File: src/hw/rtl/sql_script_statement_splitter_defines.svh
// ----------------------------------------------------------------------------
// SQL statement splitter assertion macros
// Shared concurrent assertion helpers, clocked on clk, held off by rst_n.
// ----------------------------------------------------------------------------
`ifndef SQL_SCRIPT_STATEMENT_SPLITTER_DEFINES_SVH
`define SQL_SCRIPT_STATEMENT_SPLITTER_DEFINES_SVH

// Property that must hold in the same cycle
`define SQLSPLIT_ASSERT(label, prop, msg) \
    label: assert property (@(posedge clk) disable iff (!rst_n) (prop)) else $error(msg);

// Condition that must be followed by a consequence in the next cycle
`define SQLSPLIT_ASSERT_NEXT(label, pre, post, msg) \
    label: assert property (@(posedge clk) disable iff (!rst_n) (pre) |=> (post)) \
        else $error(msg);

`endif

File: src/hw/rtl/sqlsplit_pkg.sv
// ----------------------------------------------------------------------------
// SQL statement splitter package
// Item types, character codes and sizing constants for the splitter.
// ----------------------------------------------------------------------------
`timescale 1ns / 1ps

package sqlsplit_pkg;

    // Character codes
    localparam logic [7:0] CH_DASH   = 8'h2D;
    localparam logic [7:0] CH_SEMI   = 8'h3B;
    localparam logic [7:0] CH_SQUOTE = 8'h27;
    localparam logic [7:0] CH_DQUOTE = 8'h22;

    // Most results one input item can produce
    localparam int MAX_RESULTS = 3;

    // Default output queue depth (power of two, at least 4)
    localparam int RESULT_QUEUE_DEPTH = 4;

    // Input item
    typedef struct packed {
        logic [7:0] in_char;
        logic       line_start;
        logic       end_of_file;
    } item_t;

    // Result item
    typedef struct packed {
        logic [7:0] out_char;
        logic       stmt_end;
        logic       last_of_run;
    } result_t;

endpackage

File: src/hw/rtl/sql_script_statement_splitter.sv
// ----------------------------------------------------------------------------
// SQL script statement splitter
// Streams script bytes through, marks statement ends, strips comment lines
// and leading whitespace.
// ----------------------------------------------------------------------------
// Each accepted byte is scanned in the cycle it is accepted and its results
// (none to three) are written into a small output queue of QUEUE_DEPTH
// entries, which drains one result per cycle while result_stall is low. A
// byte is taken every cycle while the queue holds at most QUEUE_DEPTH-3
// results, so with the output free the input runs at one byte per cycle
// as long as bytes make one result or fewer; a byte that makes two or three
// results (a statement end, a line-start dash, the close at end of file)
// fills the queue faster than its single read port drains it. Results are
// registered in the output queue before they reach the result output.
`timescale 1ns / 1ps

`include "sql_script_statement_splitter_defines.svh"

module sql_script_statement_splitter #(
    parameter int QUEUE_DEPTH = sqlsplit_pkg::RESULT_QUEUE_DEPTH
) (
    input  logic                  clk,
    input  logic                  rst_n,
    // Script byte input
    input  logic                  item_valid,
    output logic                  item_stall,
    input  sqlsplit_pkg::item_t   item,
    // Result output
    output logic                  result_valid,
    input  logic                  result_stall,
    output sqlsplit_pkg::result_t result
);
    import sqlsplit_pkg::*;

    localparam int PtrW = $clog2(QUEUE_DEPTH);
    localparam int CntW = $clog2(QUEUE_DEPTH + 1);

    typedef enum logic [2:0] {
        MODE_NORMAL = 3'd0,
        MODE_STRING = 3'd1,
        MODE_CLOSED = 3'd2,
        MODE_DASH   = 3'd3,
        MODE_SKIP   = 3'd4
    } mode_t;

    // Scanner state
    mode_t           mode_reg,  mode_next;
    logic            qd_reg,    qd_next;
    logic            text_reg,  text_next;

    // Output queue
    result_t         queue_mem [QUEUE_DEPTH];
    logic [PtrW-1:0] wr_ptr_reg, wr_ptr_next;
    logic [PtrW-1:0] rd_ptr_reg, rd_ptr_next;
    logic [CntW-1:0] count_reg,  count_next;

    logic            accept;
    logic            pop;

    // Normal-scan decode
    logic [7:0]      c;
    logic            ls;
    logic            is_blank;
    logic            is_quote;
    logic [7:0]      open_quote;
    logic            nrm_dash;
    logic            nrm_emit;
    logic            nrm_end;
    mode_t           nrm_mode;
    logic            nrm_qd;
    logic            nrm_text;

    // Results of this item, in output order
    logic            e_dash;
    logic            e_char;
    logic            e_end;
    logic            e_eof;
    logic [1:0]      nres;
    logic [PtrW-1:0] a_char;
    logic [PtrW-1:0] a_end;
    logic [PtrW-1:0] a_eof;

    // Handshake
    assign item_stall   = count_reg > CntW'(QUEUE_DEPTH - MAX_RESULTS);
    assign accept       = item_valid && !item_stall;
    assign result_valid = count_reg != '0;
    assign pop          = result_valid && !result_stall;
    assign result       = queue_mem[rd_ptr_reg];

    assign c          = item.in_char;
    assign ls         = item.line_start;
    assign open_quote = qd_reg ? CH_DQUOTE : CH_SQUOTE;

    // Scan of a byte in normal mode
    always_comb
    begin
        is_blank = c inside {8'h20, [8'h09:8'h0D]};
        is_quote = (c == CH_SQUOTE) || (c == CH_DQUOTE);
        nrm_dash = ls && (c == CH_DASH);
        nrm_emit = !nrm_dash && (is_quote || (c == CH_SEMI) || text_reg || !is_blank);
        nrm_end  = !nrm_dash && !is_quote && (c == CH_SEMI);
        nrm_qd   = qd_reg;
        nrm_text = text_reg;
        nrm_mode = MODE_NORMAL;
        if (nrm_dash)
        begin
            nrm_mode = MODE_DASH;
        end
        else if (is_quote)
        begin
            nrm_mode = MODE_STRING;
            nrm_qd   = (c == CH_DQUOTE);
            nrm_text = 1'b1;
        end
        else if (c == CH_SEMI)
        begin
            nrm_text = 1'b0;
        end
        else
        begin
            nrm_text = text_reg || nrm_emit;
        end
    end

    // Per-mode scan and end-of-file close
    always_comb
    begin
        mode_next = mode_reg;
        qd_next   = qd_reg;
        text_next = text_reg;
        e_dash    = 1'b0;
        e_char    = 1'b0;
        e_end     = 1'b0;
        case (mode_reg)
            MODE_DASH:
            begin
                if (c == CH_DASH)
                begin
                    mode_next = MODE_SKIP;
                end
                else
                begin
                    e_dash    = 1'b1;
                    e_char    = 1'b1;
                    text_next = 1'b1;
                    mode_next = MODE_NORMAL;
                end
            end
            MODE_SKIP:
            begin
                if (ls)
                begin
                    e_char    = nrm_emit;
                    e_end     = nrm_end;
                    mode_next = nrm_mode;
                    qd_next   = nrm_qd;
                    text_next = nrm_text;
                end
            end
            MODE_STRING:
            begin
                e_char    = 1'b1;
                text_next = 1'b1;
                if (c == open_quote)
                begin
                    mode_next = MODE_CLOSED;
                end
            end
            MODE_CLOSED:
            begin
                if (c == open_quote)
                begin
                    e_char    = 1'b1;
                    mode_next = MODE_STRING;
                end
                else
                begin
                    e_char    = nrm_emit;
                    e_end     = nrm_end;
                    mode_next = nrm_mode;
                    qd_next   = nrm_qd;
                    text_next = nrm_text;
                end
            end
            default:
            begin
                e_char    = nrm_emit;
                e_end     = nrm_end;
                mode_next = nrm_mode;
                qd_next   = nrm_qd;
                text_next = nrm_text;
            end
        endcase

        // End of file closes a statement with text, then back to reset state
        e_eof = item.end_of_file && text_next;
        if (item.end_of_file)
        begin
            mode_next = MODE_NORMAL;
            qd_next   = 1'b0;
            text_next = 1'b0;
        end
    end

    // Queue slots for this item's results
    assign nres   = 2'(e_dash) + 2'(e_char) + 2'(e_end) + 2'(e_eof);
    assign a_char = wr_ptr_reg + PtrW'(e_dash);
    assign a_end  = a_char + PtrW'(e_char);
    assign a_eof  = a_end + PtrW'(e_end);

    always_comb
    begin
        wr_ptr_next = wr_ptr_reg;
        rd_ptr_next = rd_ptr_reg + PtrW'(pop);
        count_next  = count_reg - CntW'(pop);
        if (accept)
        begin
            wr_ptr_next = wr_ptr_reg + PtrW'(nres);
            count_next  = count_reg + CntW'(nres) - CntW'(pop);
        end
    end

    // State and queue pointers
    always_ff @(posedge clk or negedge rst_n)
    begin
        if (!rst_n)
        begin
            mode_reg   <= MODE_NORMAL;
            qd_reg     <= 1'b0;
            text_reg   <= 1'b0;
            wr_ptr_reg <= '0;
            rd_ptr_reg <= '0;
            count_reg  <= '0;
        end
        else
        begin
            if (accept)
            begin
                mode_reg <= mode_next;
                qd_reg   <= qd_next;
                text_reg <= text_next;
            end
            wr_ptr_reg <= wr_ptr_next;
            rd_ptr_reg <= rd_ptr_next;
            count_reg  <= count_next;
        end
    end

    // Queue storage; last_of_run goes on the final result of the item
    always_ff @(posedge clk)
    begin
        if (accept)
        begin
            if (e_dash)
            begin
                queue_mem[wr_ptr_reg] <= '{out_char: CH_DASH, stmt_end: 1'b0,
                                           last_of_run: 1'b0};
            end
            if (e_char)
            begin
                queue_mem[a_char] <= '{out_char: c, stmt_end: 1'b0,
                                       last_of_run: !e_end && !e_eof};
            end
            if (e_end)
            begin
                queue_mem[a_end] <= '{out_char: 8'h00, stmt_end: 1'b1,
                                      last_of_run: !e_eof};
            end
            if (e_eof)
            begin
                queue_mem[a_eof] <= '{out_char: 8'h00, stmt_end: 1'b1,
                                      last_of_run: 1'b1};
            end
        end
    end

    // Checks
    `SQLSPLIT_ASSERT(a_count_bound, count_reg <= CntW'(QUEUE_DEPTH), "result queue overflow")
    `SQLSPLIT_ASSERT(a_end_no_byte, !(result_valid && result.stmt_end) || result.out_char == 8'h00, "end marker carries a byte")
    `SQLSPLIT_ASSERT(a_string_text, !(mode_reg == MODE_STRING || mode_reg == MODE_CLOSED) || text_reg, "string open in empty statement")
    `SQLSPLIT_ASSERT_NEXT(a_eof_reset, accept && item.end_of_file, mode_reg == MODE_NORMAL && !text_reg && !qd_reg, "state not cleared after end of file")

endmodule
File: config.mk
export PLATFORM = sky130hd
export DESIGN_NAME = sql_script_statement_splitter
export DESIGN_NICKNAME = d
export VERILOG_FILES = /design/src/hw/rtl/sqlsplit_pkg.sv /design/src/hw/rtl/sql_script_statement_splitter.sv
export VERILOG_INCLUDE_DIRS = /design/src /design/src/hw/rtl
export SDC_FILE = /design/constraint.sdc
export NUM_CORES = 1
export LEC_CHECK = 0
export ABC_AREA = 1
export BUFFER_PORTS_ARGS = -buffer_cell sky130_fd_sc_hd__clkbuf_2
export CORE_MARGIN = 2
export CORE_UTILIZATION = 50
export CTS_CLUSTER_DIAMETER = 30
export DETAILED_ROUTE_END_ITERATION = 6
export PLACE_DENSITY = 0.69
export SLEW_MARGIN = 40
export SYNTH_ARGS = -nofsm -noshare
export SYNTH_HDL_FRONTEND = slang
export SYNTH_SLANG_ARGS = --single-unit
File: constraint.sdc
create_clock -name clk -period 5.34 [get_ports clk]
set_clock_uncertainty 0.15 [all_clocks]
set_input_delay 0.534 -clock clk [delete_from_list [all_inputs] [get_ports clk]]
set_output_delay 0.534 -clock clk [all_outputs]
set_load 0.01 [all_outputs]
==> results of run 1 <==
[placed cells by master, fill, tap and decap left out, drive strengths merged]
cell type / count
nand2: 120
inv: 78
nand3: 65
nor2: 60
o21ai: 48
dfxtp: 40
nand4: 31
clkbuf: 30
a21oi: 25
o22ai: 12
dfrtp: 12
ha: 11
xor2: 5
nor3: 2
xnor2: 2
a31oi: 2
fa: 2
nor4: 1
a311oi: 1
and2: 1
o31ai: 1
or2: 1
clkinvlp: 1
clkinv: 1
dlygate4sd3: 1
buf: 1
[worst register-to-register path, stage by stage (launching register included)]
cell,delay (ps)
dfrtp_1,410
inv_2,80
nand2_1,110
nor2_1,240
nand2_2,180
nand4_1,130
nand2_1,100
nand2_4,270
inv_1,110
fa_1,540
inv_1,40
ha_1,290
inv_1,50
ha_1,260
inv_1,40
ha_1,180
fa_1,380
xor2_1,170
nand2_1,60
o21ai_0,80
[cell families (layout without fill, tap and decap cells)]
| family | Yosys count | after routing | synth area share |
|---|---|---|---|
| buffers and inverters | 96 | 112 | 0.111 |
| adder cells (fa/ha/maj) | 13 | 13 | 0.0478 |
| AO/OA/AOI/OAI | 89 | 89 | 0.130 |
| AND/OR/NAND/NOR | 281 | 281 | 0.398 |
| flip-flops | 52 | 52 | 0.296 |
| XOR/XNOR | 7 | 7 | 0.0165 |
[layer usage]
layer  track usage  share of wire  vias up
met5             0              0        -
met4        0.0679          0.021        0
met3        0.0360          0.055       18
met2         0.409           0.47      132
met1         0.323           0.45     1689
li1              -              -     1812
[layout make-up]
cell class | count | area, um2
fill | 723 | 3250
timing repair buffer | 27 | 143
multi-input combinational | 390 | 2210
sequential | 52 | 1100
clock buffer | 5 | 68.8
tap | 99 | 124
inverter | 77 | 289
clock inverter | 3 | 27.5
[stage by stage]
step                      instances  setup WS, ps  total power (uW)
final                           653          1330              2000
after global routing            653          1070              2170
after CTS                       653          1340              1990
after detailed placement        644          1000              1740
after global placement          644          1100              1720
after floorplan                 538          1410              1480
[timing repair]
action                    4_1_cts  5_1_grt
hold endpoints to repair       12        0
resized for setup               0        0
hold buffers                    1        0
[how the worst max path moves through the flow]
stage / from / cells past startpoint / endpoint / slack, ps
global route: item[9] / 24 / count_reg[2] / 1070
global placement: item[9] / 24 / count_reg[2] / 1100
finish: mode_reg[2] / 19 / count_reg[2] / 1330
detailed placement: item[9] / 24 / count_reg[2] / 1000
floorplan: item[2] / 21 / count_reg[2] / 1410
CTS: mode_reg[2] / 19 / count_reg[2] / 1340
[power by group]
group / leakage, uW / total (uW) / internal [uW] / switching [uW]
Sequential: 0.000486 / 701 / 567 / 134
Clock: 0.0000463 / 250 / 96.8 / 153
Combinational: 0.00130 / 1040 / 384 / 661
Total: 0.00184 / 2000 / 1050 / 948
==> impl_metrics.toml, run 1 <==
[timing]
min_period_ps = 4010
finalCritPeriodShare = 0.752
final.setup.tns_ps = 0
holdWs_ps = 345
setup-violations-final = 0
hold_viol_final = 0
fmax_mhz = 249
relSlewSlack = 0.548
final_max_slew_viol_count = 0
tightest_slew_ps = 678
rsz0062_at_grt = "no"

[critical_path]
critPathSlowestCell = "fa_1"
crit_fanout = 26
crit_family = "adder cells"
r2r_start = "mode_reg[2]"
crit_path_end_kind = "register"
critPathKind = "register to register"
crit_buf_inv = 5
r2r_cells = 19
critPathLaunchType = "register"
cp_slowest_stage_delay_ps = 540
reg2reg_to = "count_reg[2]"
cp_common_cell = "inv_1"
regToRegSetupSlack_ps = 1330
critical_path_required_ps = 5370
cp.arrival_ps = 4050
path_cells = "inv_2 > nand2_1 > nor2_1 > nand2_2 > nand4_1 > nand2_1 > nand2_4 > inv_1 > fa_1 > inv_1 > ha_1 > inv_1 > ha_1 > inv_1 > ha_1 > fa_1 > xor2_1 > nand2_1 > o21ai_0"

[logic_synthesis]
yosysSeqAreaShare = 0.296
ys_top_cells_by_area = "dfxtp_1, nand2_1, dfrtp_1"
synth_top_area_frac = 0.216
ys.flop_type = "dfxtp_1"
yosysUniqueCellTypes = 37
syn_area_um2 = 3710
async_flop_share = 0.231
ys_ff_latch = 52
syn_nets = 565
synth_top_area_cell = "dfxtp_1"
syn_inst = 538
syn_avg_cell_area_um2 = 6.90
yosys_warnings = 0
synth_common_cells = "nand2_1, inv_1, nand3_1"
yosysMostFrequentCell = "nand2_1"
synth-edff-count = 0

[detailed_routing]
wl_per_cell_um = 15.0
vias_per_cell = 5.59
dr.pass1.iters = 5
vias = 3651
drt_iter0_markers = 300
ant_nets = 0
route.detailed.drc = 0
wl_mm = 9.80

[clock_tree]
post_cts_buffers = 0
cts_root_buffer = "clkbuf_8"
numCtsBuffers = 5
clk_pin_slew_ps = 110
clockBufferDepth = 2
cts_tree = "yes"
cts.sinks = 52
htreeDepth = 2
clock_latency_ps = 320

[min_path]
min_to = "queue_mem[1][7]"
hold_path.startpoint = "queue_mem[1][7]"
min_path_type = "register to register"
min_path_cells = 2

[die]
core_um2 = 7210
pin_count = 26
die_w_um = 90.2
die_area_um2 = 8140
start_util = 0.515
die_h_um = 90.2
rows = 31

[global_routing]
grt_pass1_wl_mm = 15.9
track_usage = 0.242
grt_max_degree = 28
antenna_found_initial = 0
grt_overflow = 0
grt_pass1_vias = 3217

[placement]
io_buffers = 25
hpwl_mm = 7.46
dpl-instance-area_um2 = 3850
gp_congestion = 0.913

[pwr]
power_density_nw_per_um2 = 504
p_leak_uw = 0.00184
vdd.ir_drop.worst_uv = 231

[outcome]
outcome = "complete, no violations"

[final_layout]
design_area_um2 = 3960
final_layout_size_suffix_gt1_frac = 0.153
insertedDiodeCount = 0
fin_nets = 580
area_growth_pct = 6.64
fin_util = 0.549
largest_reg_flops = 40

[job]
cap_violations = 0
No activity file was read; power rests on OpenSTA's default activity.
==> inputs of run 2 (changes only) <==
==> constraint.sdc (replaced) <==
create_clock -name clk -period 3.8 [get_ports clk]
set_clock_uncertainty 0.15 [all_clocks]
set_input_delay 0.38 -clock clk [delete_from_list [all_inputs] [get_ports clk]]
set_output_delay 0.38 -clock clk [all_outputs]
set_load 0.01 [all_outputs]
==> impl_metrics.toml, run 2 (synthesis gave the netlist of run 1 again) <==
[outcome]
outcome = "complete, no violations"

[detailed_routing]
ant_nets = 0
dr.pass1.iters = 5
vias = 3580
vias_per_cell = 5.33
route.detailed.drc = 0
drt_iter0_markers = 263
wl_mm = 9.37
wl_per_cell_um = 13.9

[critical_path]
crit_path_end_kind = "register"
critPathSlowestCell = "fa_1"
cp.arrival_ps = 3600
path_cells = "inv_2 > nand2_2 > nor2_4 > nand2_2 > nand3_1 > nand2_1 > nand2_4 > inv_1 > fa_1 > inv_1 > ha_1 > inv_1 > ha_1 > inv_1 > ha_1 > fa_2 > xor2_1 > nand2_1 > o21ai_0"
crit_buf_inv = 5
critPathLaunchType = "register"
cp_common_cell = "inv_1"
crit_fanout = 5
critical_path_required_ps = 3830
crit_family = "adder cells"
cp_slowest_stage_delay_ps = 520
critPathKind = "register to register"

[clock_tree]
clock_latency_ps = 320
numCtsBuffers = 5
clk_pin_slew_ps = 110
clockBufferDepth = 2
cts_root_buffer = "clkbuf_8"
cts_tree = "yes"
cts.sinks = 52
htreeDepth = 2

[global_routing]
antenna_found_initial = 0
grt_pass1_wl_mm = 15.4
track_usage = 0.231
grt_overflow = 0
grt_max_degree = 26
grt_pass1_vias = 3267

[job]
cap_violations = 0

[pwr]
p_leak_uw = 0.00194
power_density_nw_per_um2 = 677
total_power_uw = 2810
vdd.ir_drop.worst_uv = 291

[timing]
hold_viol_final = 0
finalCritPeriodShare = 0.940
holdWs_ps = 308
relSlewSlack = 0.576
tightest_slew_ps = 636
final.setup.tns_ps = 0
final_max_slew_viol_count = 0
fmax_mhz = 280
min_period_ps = 3570
setup-violations-final = 0

[die]
die_h_um = 90.2
die_area_um2 = 8140
rows = 31
die_w_um = 90.2
pin_count = 26
core_um2 = 7210
start_util = 0.515

[final_layout]
final_layout_size_suffix_gt1_frac = 0.199
area_growth_pct = 11.6
nFillCells = 712
largest_reg_flops = 40
insertedDiodeCount = 0
final_cell_mix = "nand2_1, inv_1, nand3_1"
fin_nets = 599
final_common_cell = "nand2_1"

[min_path]
min_path_type = "input port to asynchronous set/reset pin"

[placement]
hpwl_mm = 7.13
gp_congestion = 0.932
io_buffers = 25
-- run 2: cell count changes in the layout (fill, tap and decap cells not counted), sizes merged --
cell and change:
buf +19, inv +1, clkinvlp -1
-- run 2: path summary, 6_finish.rpt --
path	from	end	slack [ps]	depth (start not counted)
setup / recovery	mode_reg[2]	count_reg[2]	230	19
hold / removal	rst_n	wr_ptr_reg[0]	310	2
setup reg to reg	mode_reg[2]	count_reg[2]	230	19
hold reg to reg	queue_mem[2][2]	queue_mem[2][2]	340	2
max in group asynchronous	rst_n	count_reg[0]	2950	2
min in group clk	item[4]	qd_reg	310	4
-- run 2: layout make-up --
| cell class | instances | area, um2 | area share |
|---|---|---|---|
| multi-input combinational | 390 | 2250 | 0.543 |
| sequential | 52 | 1100 | 0.266 |
| inverter | 77 | 289 | 0.0697 |
| timing repair buffer | 46 | 285 | 0.0688 |
| tap | 99 | 124 | 0.0299 |
| clock buffer | 5 | 68.8 | 0.0166 |
| clock inverter | 3 | 26.3 | 0.00634 |
-- run 2: worst register-to-register path: cells and delay by family (launching register included) --
family                     cells  cell delay, ps
xor gates and xnor gates       1             160
buffers and inverters          5             300
and+or+nand+nor                7             720
DFF                            1             430
AOI/OAI and AO/OA              1             100
adders and majority gates      5            1570
-- run 2: layer usage --
| layer | track usage | part of all wire | up-vias |
|---|---|---|---|
| met1 | 0.301 | 0.45 | 1629 |
| met3 | 0.0352 | 0.051 | 8 |
| met4 | 0.0641 | 0.013 | 0 |
| met5 | 0 | 0 | - |
| li1 | - | - | 1855 |
| met2 | 0.398 | 0.48 | 88 |
-- run 2: repair_timing --
action	in CTS	in global routing
endpoints found under the setup margin	0	2
gates resized for setup	0	15
hold endpoints to repair	12	0
setup buffers	0	3
hold buffers	1	0
-- run 2: through the flow --
step / worst slack (ps) / std cells / instance area, um2 / utilization
2_1_floorplan: 23.6 / 538 / 3710 / -
3_3_place_gp: 10.2 / 660 / 3970 / 0.550
3_5_place_dp: -67.7 / 660 / 3970 / 0.550
4_1_cts: 93.0 / 669 / 4070 / 0.565
5_1_grt: -22.5 / 672 / 4150 / 0.575
6_report: 227 / 672 / 4150 / 0.575
-- run 2: power breakdown --
part	internal, uW	switching [uW]
Clock	137	217
Sequential	797	148
Combinational	561	945
Total	1490	1310
